[src/hdl/xtea_pkg.sv]
// Types, constants and the mixing function of the XTEA cipher unit.
`default_nettype none

package xtea_pkg;

    localparam int unsigned WORD_W  = 32;
    localparam int unsigned ROUND_W = 7;
    localparam int unsigned CFG_W   = 3;

    localparam logic [WORD_W-1:0]  XTEA_DELTA    = 32'h9E37_79B9;
    localparam logic [ROUND_W-1:0] ROUNDS_RESET  = 7'd32;

    // Configuration register indexes.
    localparam logic [CFG_W-1:0] REG_KEY0   = 3'd0;
    localparam logic [CFG_W-1:0] REG_KEY1   = 3'd1;
    localparam logic [CFG_W-1:0] REG_KEY2   = 3'd2;
    localparam logic [CFG_W-1:0] REG_KEY3   = 3'd3;
    localparam logic [CFG_W-1:0] REG_ROUNDS = 3'd4;

    // Request types.
    localparam logic REQ_ENCRYPT = 1'b0;
    localparam logic REQ_DECRYPT = 1'b1;

    typedef logic [WORD_W-1:0] word_t;

    // Commands from the controller to the datapath.
    typedef struct packed {
        logic load;
        logic step;
        logic emit;
    } xtea_cmd_t;

    // Status from the datapath to the controller.
    typedef struct packed {
        logic rounds_done;
    } xtea_stat_t;

    function automatic word_t mix(input word_t v);
        mix = ((v << 4) ^ (v >> 5)) + v;
    endfunction

endpackage

`default_nettype wire

[src/hdl/xtea_ctrl.sv]
// Controller of the XTEA cipher unit: sequencing and the output handshake.
`default_nettype none

module xtea_ctrl (
    input  wire logic                clk,
    input  wire logic                rst_n,
    input  wire logic                in_valid,
    output logic                     in_ready,
    output logic                     out_valid,
    input  wire logic                out_ready,
    input  wire xtea_pkg::xtea_stat_t stat,
    output xtea_pkg::xtea_cmd_t      cmd
);
    import xtea_pkg::*;

    typedef enum logic [2:0] {
        S_IDLE = 3'b001,
        S_RUN  = 3'b010,
        S_DONE = 3'b100
    } state_t;

    state_t state_reg, state_next;
    logic   out_valid_reg, out_valid_next;
    logic   slot_free;

    assign slot_free = !out_valid_reg || out_ready;

    always_comb
    begin
        state_next     = state_reg;
        out_valid_next = out_valid_reg && !out_ready;
        cmd            = '0;
        unique case (state_reg)
            S_IDLE:
            begin
                if (in_valid)
                begin
                    cmd.load   = 1'b1;
                    state_next = S_RUN;
                end
            end
            S_RUN:
            begin
                if (stat.rounds_done)
                begin
                    state_next = S_DONE;
                end
                else
                begin
                    cmd.step = 1'b1;
                end
            end
            S_DONE:
            begin
                // The finished block moves to the output register once it is free.
                if (slot_free)
                begin
                    cmd.emit       = 1'b1;
                    out_valid_next = 1'b1;
                    state_next     = S_IDLE;
                end
            end
            default:
            begin
                state_next = S_IDLE;
            end
        endcase
    end

    always_ff @(posedge clk or negedge rst_n)
    begin
        if (!rst_n)
        begin
            state_reg     <= S_IDLE;
            out_valid_reg <= 1'b0;
        end
        else
        begin
            state_reg     <= state_next;
            out_valid_reg <= out_valid_next;
        end
    end

    assign in_ready  = (state_reg == S_IDLE);
    assign out_valid = out_valid_reg;

endmodule

`default_nettype wire

[src/hdl/xtea_dpath.sv]
// Datapath of the XTEA cipher unit: key and round registers, round unit, result word.
`default_nettype none

module xtea_dpath (
    input  wire logic                         clk,
    input  wire logic                         rst_n,
    input  wire logic                         cfg_we,
    input  wire logic [xtea_pkg::CFG_W-1:0]   cfg_index,
    input  wire logic [xtea_pkg::WORD_W-1:0]  cfg_data,
    input  wire logic                         req_type,
    input  wire logic [xtea_pkg::WORD_W-1:0]  block_low,
    input  wire logic [xtea_pkg::WORD_W-1:0]  block_high,
    input  wire xtea_pkg::xtea_cmd_t          cmd,
    output xtea_pkg::xtea_stat_t              stat,
    output logic [xtea_pkg::WORD_W-1:0]       result_low,
    output logic [xtea_pkg::WORD_W-1:0]       result_high
);
    import xtea_pkg::*;

    word_t [3:0]        key_reg;
    logic [ROUND_W-1:0] rounds_reg;

    word_t              v0_reg, v0_next;
    word_t              v1_reg, v1_next;
    word_t              sum_reg, sum_next;
    logic [ROUND_W-1:0] count_reg;
    logic               mode_reg;
    word_t              res_low_reg, res_high_reg;

    word_t              sum_init;
    word_t              sum_step;

    // Decryption starts from delta times the round count, modulo 2^32.
    assign sum_init = XTEA_DELTA * word_t'(rounds_reg);

    always_ff @(posedge clk or negedge rst_n)
    begin
        if (!rst_n)
        begin
            key_reg    <= '0;
            rounds_reg <= ROUNDS_RESET;
        end
        else if (cfg_we)
        begin
            unique case (cfg_index)
                REG_KEY0:   key_reg[0] <= cfg_data;
                REG_KEY1:   key_reg[1] <= cfg_data;
                REG_KEY2:   key_reg[2] <= cfg_data;
                REG_KEY3:   key_reg[3] <= cfg_data;
                REG_ROUNDS: rounds_reg <= cfg_data[ROUND_W-1:0];
                default:    ;
            endcase
        end
    end

    // One full cycle of the cipher: both halves are updated together in one step.
    always_comb
    begin
        sum_step = '0;
        v0_next  = v0_reg;
        v1_next  = v1_reg;
        if (mode_reg == REQ_ENCRYPT)
        begin
            sum_step = sum_reg + XTEA_DELTA;
            v0_next  = v0_reg + (mix(v1_reg) ^ (sum_reg + key_reg[sum_reg[1:0]]));
            v1_next  = v1_reg + (mix(v0_next) ^ (sum_step + key_reg[sum_step[12:11]]));
        end
        else
        begin
            sum_step = sum_reg - XTEA_DELTA;
            v1_next  = v1_reg - (mix(v0_reg) ^ (sum_reg + key_reg[sum_reg[12:11]]));
            v0_next  = v0_reg - (mix(v1_next) ^ (sum_step + key_reg[sum_step[1:0]]));
        end
        sum_next = sum_step;
    end

    always_ff @(posedge clk or negedge rst_n)
    begin
        if (!rst_n)
        begin
            count_reg <= '0;
        end
        else if (cmd.load)
        begin
            count_reg <= rounds_reg;
        end
        else if (cmd.step)
        begin
            count_reg <= count_reg - 1'b1;
        end
    end

    always_ff @(posedge clk)
    begin
        if (cmd.load)
        begin
            v0_reg   <= block_low;
            v1_reg   <= block_high;
            mode_reg <= req_type;
            sum_reg  <= (req_type == REQ_DECRYPT) ? sum_init : '0;
        end
        else if (cmd.step)
        begin
            v0_reg  <= v0_next;
            v1_reg  <= v1_next;
            sum_reg <= sum_next;
        end
        if (cmd.emit)
        begin
            res_low_reg  <= v0_reg;
            res_high_reg <= v1_reg;
        end
    end

    assign stat.rounds_done = (count_reg == '0);
    assign result_low       = res_low_reg;
    assign result_high      = res_high_reg;

endmodule

`default_nettype wire

[src/hdl/xtea_block_cipher_unit.sv]
// The round unit does one full XTEA cycle per clock on one block, and a new block
// is taken only once the last one has moved to the output register.
// The finished result waits in an output register while the next block runs.
// Reset clears the key to zero, sets 32 rounds and empties the unit and output.
// Top level of the XTEA cipher unit: controller, datapath and configuration port.
`default_nettype none

module xtea_block_cipher_unit (
    input  wire logic                         clk,
    input  wire logic                         rst_n,
    input  wire logic                         cfg_valid,
    output logic                              cfg_ready,
    input  wire logic [xtea_pkg::CFG_W-1:0]   cfg_index,
    input  wire logic [xtea_pkg::WORD_W-1:0]  cfg_data,
    input  wire logic                         in_valid,
    output logic                              in_ready,
    input  wire logic                         req_type,
    input  wire logic [xtea_pkg::WORD_W-1:0]  block_low,
    input  wire logic [xtea_pkg::WORD_W-1:0]  block_high,
    output logic                              out_valid,
    input  wire logic                         out_ready,
    output logic [xtea_pkg::WORD_W-1:0]       result_low,
    output logic [xtea_pkg::WORD_W-1:0]       result_high
);
    import xtea_pkg::*;

    xtea_cmd_t  cmd;
    xtea_stat_t stat;

    // Always taken; user must send cfg words only while the unit is idle; unchecked.
    assign cfg_ready = 1'b1;

    xtea_ctrl u_ctrl (
        .clk       (clk),
        .rst_n     (rst_n),
        .in_valid  (in_valid),
        .in_ready  (in_ready),
        .out_valid (out_valid),
        .out_ready (out_ready),
        .stat      (stat),
        .cmd       (cmd)
    );

    xtea_dpath u_dpath (
        .clk         (clk),
        .rst_n       (rst_n),
        .cfg_we      (cfg_valid),
        .cfg_index   (cfg_index),
        .cfg_data    (cfg_data),
        .req_type    (req_type),
        .block_low   (block_low),
        .block_high  (block_high),
        .cmd         (cmd),
        .stat        (stat),
        .result_low  (result_low),
        .result_high (result_high)
    );

endmodule

`default_nettype wire

[config.mk]
export PLATFORM = sky130hd
export DESIGN_NAME = xtea_block_cipher_unit
export DESIGN_NICKNAME = d
export VERILOG_FILES = /design/src/hdl/xtea_pkg.sv /design/src/hdl/xtea_ctrl.sv /design/src/hdl/xtea_dpath.sv /design/src/hdl/xtea_block_cipher_unit.sv
export SDC_FILE = /design/constraint.sdc
export NUM_CORES = 2
export LEC_CHECK = 0
export ABC_AREA = 0
export BUFFER_PORTS_ARGS = -buffer_cell sky130_fd_sc_hd__buf_2
export CORE_MARGIN = 2
export CORE_UTILIZATION = 60
export CTS_CLUSTER_SIZE = 10
export DETAILED_ROUTE_END_ITERATION = 10
export PLACE_DENSITY = 0.74
export SETUP_SLACK_MARGIN = 0.05
export SLEW_MARGIN = 20
export SYNTH_ARGS = -nofsm -noshare
export SYNTH_HDL_FRONTEND = slang
export SYNTH_HIERARCHICAL = 1
export SYNTH_SLANG_ARGS = --single-unit
[constraint.sdc]
create_clock -name clk -period 14.09 [get_ports clk]
set_clock_uncertainty 0.1 [all_clocks]
set_input_delay 2.1135 -clock clk [delete_from_list [all_inputs] [get_ports clk]]
set_output_delay 2.1135 -clock clk [all_outputs]
set_load 0.05 [all_outputs]
==> run summary <==
The run gives 0 as the post-CTS setup buffer count. The fraction of registers with async set/reset was 47.6%; the global placement routability congestion was 1.01. The worst setup path is launched from a register. Wires add up to 129,000 um. Final-stage net count: 4,806. Max-cap violations in this run came to 0. The pin count of the biggest net entering global routing came out at 79. The routed layout has 33,400 vias. The largest stage delay on the critical path is 830 ps, and the number of placed cells counting well taps is 4,996. The worst setup margin is 2330 ps.

The Yosys warning count is 6, and the starting density of the core is 60.8%. The area of the mapped netlist is 0.0385 mm^2, and the flip-flop count of the largest register after layout is 128. The synthesized design contains 307 register bits. For the unique cell type count in the Yosys netlist, the log shows 96.

The routed wirelength normalized by instance count works out to 25.5 um. The layout has 5,339 filler cells. In this run the count of I/O pins placed on the die edge is 172.

CTS saw 307 sinks. The first global-routing pass estimated 192,000 um of wire. The worst register-to-register path has a setup slack of 2330 ps. For this run, the register share of the synthesized area comes to 22.0%. The relative area change from synthesis to final layout works out to 7.71%. The clock period could shrink to 11,760 ps.

The cell at the slowest stage of the critical path was sky130_fd_sc_hd__edfxtp_1. Measured against its own limit, the worst slew margin works out to 30.4%. At the worst endpoint, the required time is 14,300 ps. The instance count along the most critical hold path is 1, and the total global routing overflow is 0. The total area inside the core boundary comes to 0.0633 mm^2. For the number of global-route vias before repair, the log shows 32,000. Global routing used 38.1% of the available tracks across all layers. The library cell with the largest summed area after synthesis is sky130_fd_sc_hd__ha_1.

The first detailed-routing pass ran for 8 iterations. The tree is rooted in a sky130_fd_sc_hd__clkbuf_16. The logs give 2 for the number of antenna violations at the first check in global routing and 0 for the number of hold buffers added after CTS. The most used flip-flop cell after synthesis was sky130_fd_sc_hd__edfxtp_1. The worst setup path category was register to register.

The most common cell in the synthesized netlist is sky130_fd_sc_hd__ha_1. After detailed routing, the number of remaining DRC violations is 0. The cell count after synthesis came out at 4,051.

When the netlist entered floorplanning its net count stood at 4,667. The run finished with clean final reports. TritonCTS built the clock tree. The endpoint kind of the worst setup timing path was a register. Mean cell area of the mapped netlist: 9.51 um^2. Prior to clock tree synthesis, the placed netlist has a worst setup slack of 2510 ps. The vertical extent of the die is 257 um, and the maximum clock frequency is 85.1 MHz. The signal arrival time at the worst endpoint is 11,970 ps. The number of flops mapped to enable cells by yosys was 161. The count of buffers added on input and output ports is 170. The HPWL after detailed placement is 104,000 um. The maximum fanout along the worst path works out to 25. The share of cells above drive strength 1 works out to 13.3%. The area share of the largest cell type after synthesis works out to 14.7%.

The floorplan step defined a die boundary enclosing 0.0662 mm^2. Standard-cell row count: 92. The run gives 5,063 as the final non-filler cell total. The logs give 0 for the count of endpoints failing setup in the final report and 0.0403 mm^2 for the post-place instance area.

The actual slew at the worst max-slew pin is 1040 ps. The logs give 3 for the maximum buffer depth of the clock tree and 590 ps for the later-pin clock latency in the skew report. The run gives 2 as the CTS H-tree depth. Setup repair after global routing left no endpoint under its margin.

Post-CTS repair changed the size of 0 cells. In the synthesized netlist, the cells that appear most often are 454 x sky130_fd_sc_hd__ha_1, 440 x sky130_fd_sc_hd__xnor2_1, 345 x sky130_fd_sc_hd__a21oi_1, 225 x sky130_fd_sc_hd__a21o_1, 225 x sky130_fd_sc_hd__xor2_1. In this run, the number of DRC markers left after iteration 0 of detailed routing was 3,976. In the final timing run, aggregate negative setup slack is 0 ps. The number of cells on the worst reg-to-reg path was 44; the final number of max-transition violations was 0.

Summing all non-filler instances in the final layout gives an area of 0.0415 mm^2. The run gives 0 as the number of hold violations in the final report. The class of the tightest hold or removal check is register to register. The final antenna-violating net count was 0; the post-route clock period utilization was 83.4%. The die boundary width is 257 um.

The detail-routed via count per cell came out at 6.59. TritonCTS created 38 clock buffers. Yosys attributes the largest share of cell area to sky130_fd_sc_hd__ha_1 15%, sky130_fd_sc_hd__edfxtp_1 13%, sky130_fd_sc_hd__xnor2_1 10%. Clock-pin slew was measured on the worst setup and hold paths at 50 ps.
==> stage by stage <==
stage          hold WS [ps]  utilization (%)
2_1_floorplan           391                -
3_3_place_gp            437             63.7
3_5_place_dp            450             63.7
4_1_cts                 461             65.5
5_1_grt                 496             65.5
6_report                459             65.5
==> routing by layer <==
layer,part of all wire (%),vias to the layer above,GRT usage [%]
met5,0,-,0
li1,-,15200,-
met3,12,237,7.85
met4,3.1,0,11.0
met1,42,16100,54.1
met2,44,1738,58.8
==> path summary, 6_finish.rpt <==
path | startpoint | endpoint
max | u_dpath/sum_reg[0]$_DFFE_PP_ | u_dpath/v1_reg[28]$_DFFE_PP_
min | u_ctrl/state_reg[2]$_DFFE_PN0P_ | u_ctrl/state_reg[1]$_DFFE_PN0P_
max reg2reg | u_dpath/sum_reg[0]$_DFFE_PP_ | u_dpath/v1_reg[28]$_DFFE_PP_
min reg2reg | u_ctrl/state_reg[2]$_DFFE_PN0P_ | u_ctrl/state_reg[1]$_DFFE_PN0P_
max in group asynchronous | rst_n | u_dpath/key_reg[35]$_DFFE_PN0P_
min in group asynchronous | rst_n | u_dpath/key_reg[59]$_DFFE_PN0P_
==> logic make-up (layout without fill, tap and decap cells) <==
family	after synthesis	after routing	share of synthesized area (%)
AO/OA/AOI/OAI	1146	1146	19.0
AND/OR/NAND/NOR	783	783	10.0
XOR/XNOR	668	668	15.3
adder cells (fa/ha/maj)	511	511	17.7
buffers and inverters	319	482	3.13
multiplexers	316	316	12.8
flip-flops	307	307	22.0
other	1	4	0.00974
==> cells in the final DEF (no fill, tap or decap), types with 57 or more instances in the layout <==
cell,instances
sky130_fd_sc_hd__ha_1,454
sky130_fd_sc_hd__xnor2_1,440
sky130_fd_sc_hd__a21oi_1,345
sky130_fd_sc_hd__a21o_1,225
sky130_fd_sc_hd__xor2_1,225
sky130_fd_sc_hd__o21ai_0,222
sky130_fd_sc_hd__inv_1,210
sky130_fd_sc_hd__nand2_1,207
sky130_fd_sc_hd__nor2_1,180
sky130_fd_sc_hd__buf_2,169
sky130_fd_sc_hd__edfxtp_1,161
sky130_fd_sc_hd__dfrtp_1,144
sky130_fd_sc_hd__mux2_2,140
sky130_fd_sc_hd__mux4_2,127
sky130_fd_sc_hd__nand3_1,68
sky130_fd_sc_hd__o21bai_1,57
sky130_fd_sc_hd__fa_1,57
==> worst max-delay path: cells and delay by family (launching register included) <==
kind	cells	cell delay, ps
adders and majority gates	4	1260
AOI/OAI and AO/OA	25	5600
xor gates and xnor gates	7	1480
buffers and inverters	1	550
and+or+nand+nor	6	1110
DFF	1	830
muxes	1	570
==> final cells by class <==
cell class                      instances  area (um^2)  share of cell area [%]
Timing Repair Buffer                  205         1120                    2.70
Antenna cell                            3         7.51                  0.0181
Clock buffer                           58         1070                    2.58
Sequential cell                       307         8490                    20.5
Clock inverter                          6         71.3                   0.172
Tap cell                              846         1060                    2.55
Multi-Input combinational cell       3425        28900                    69.6
Inverter                              213          800                    1.93
Power is not shown: default switching activity piles up to over one toggle a cycle in this logic, so the estimate is an artifact.
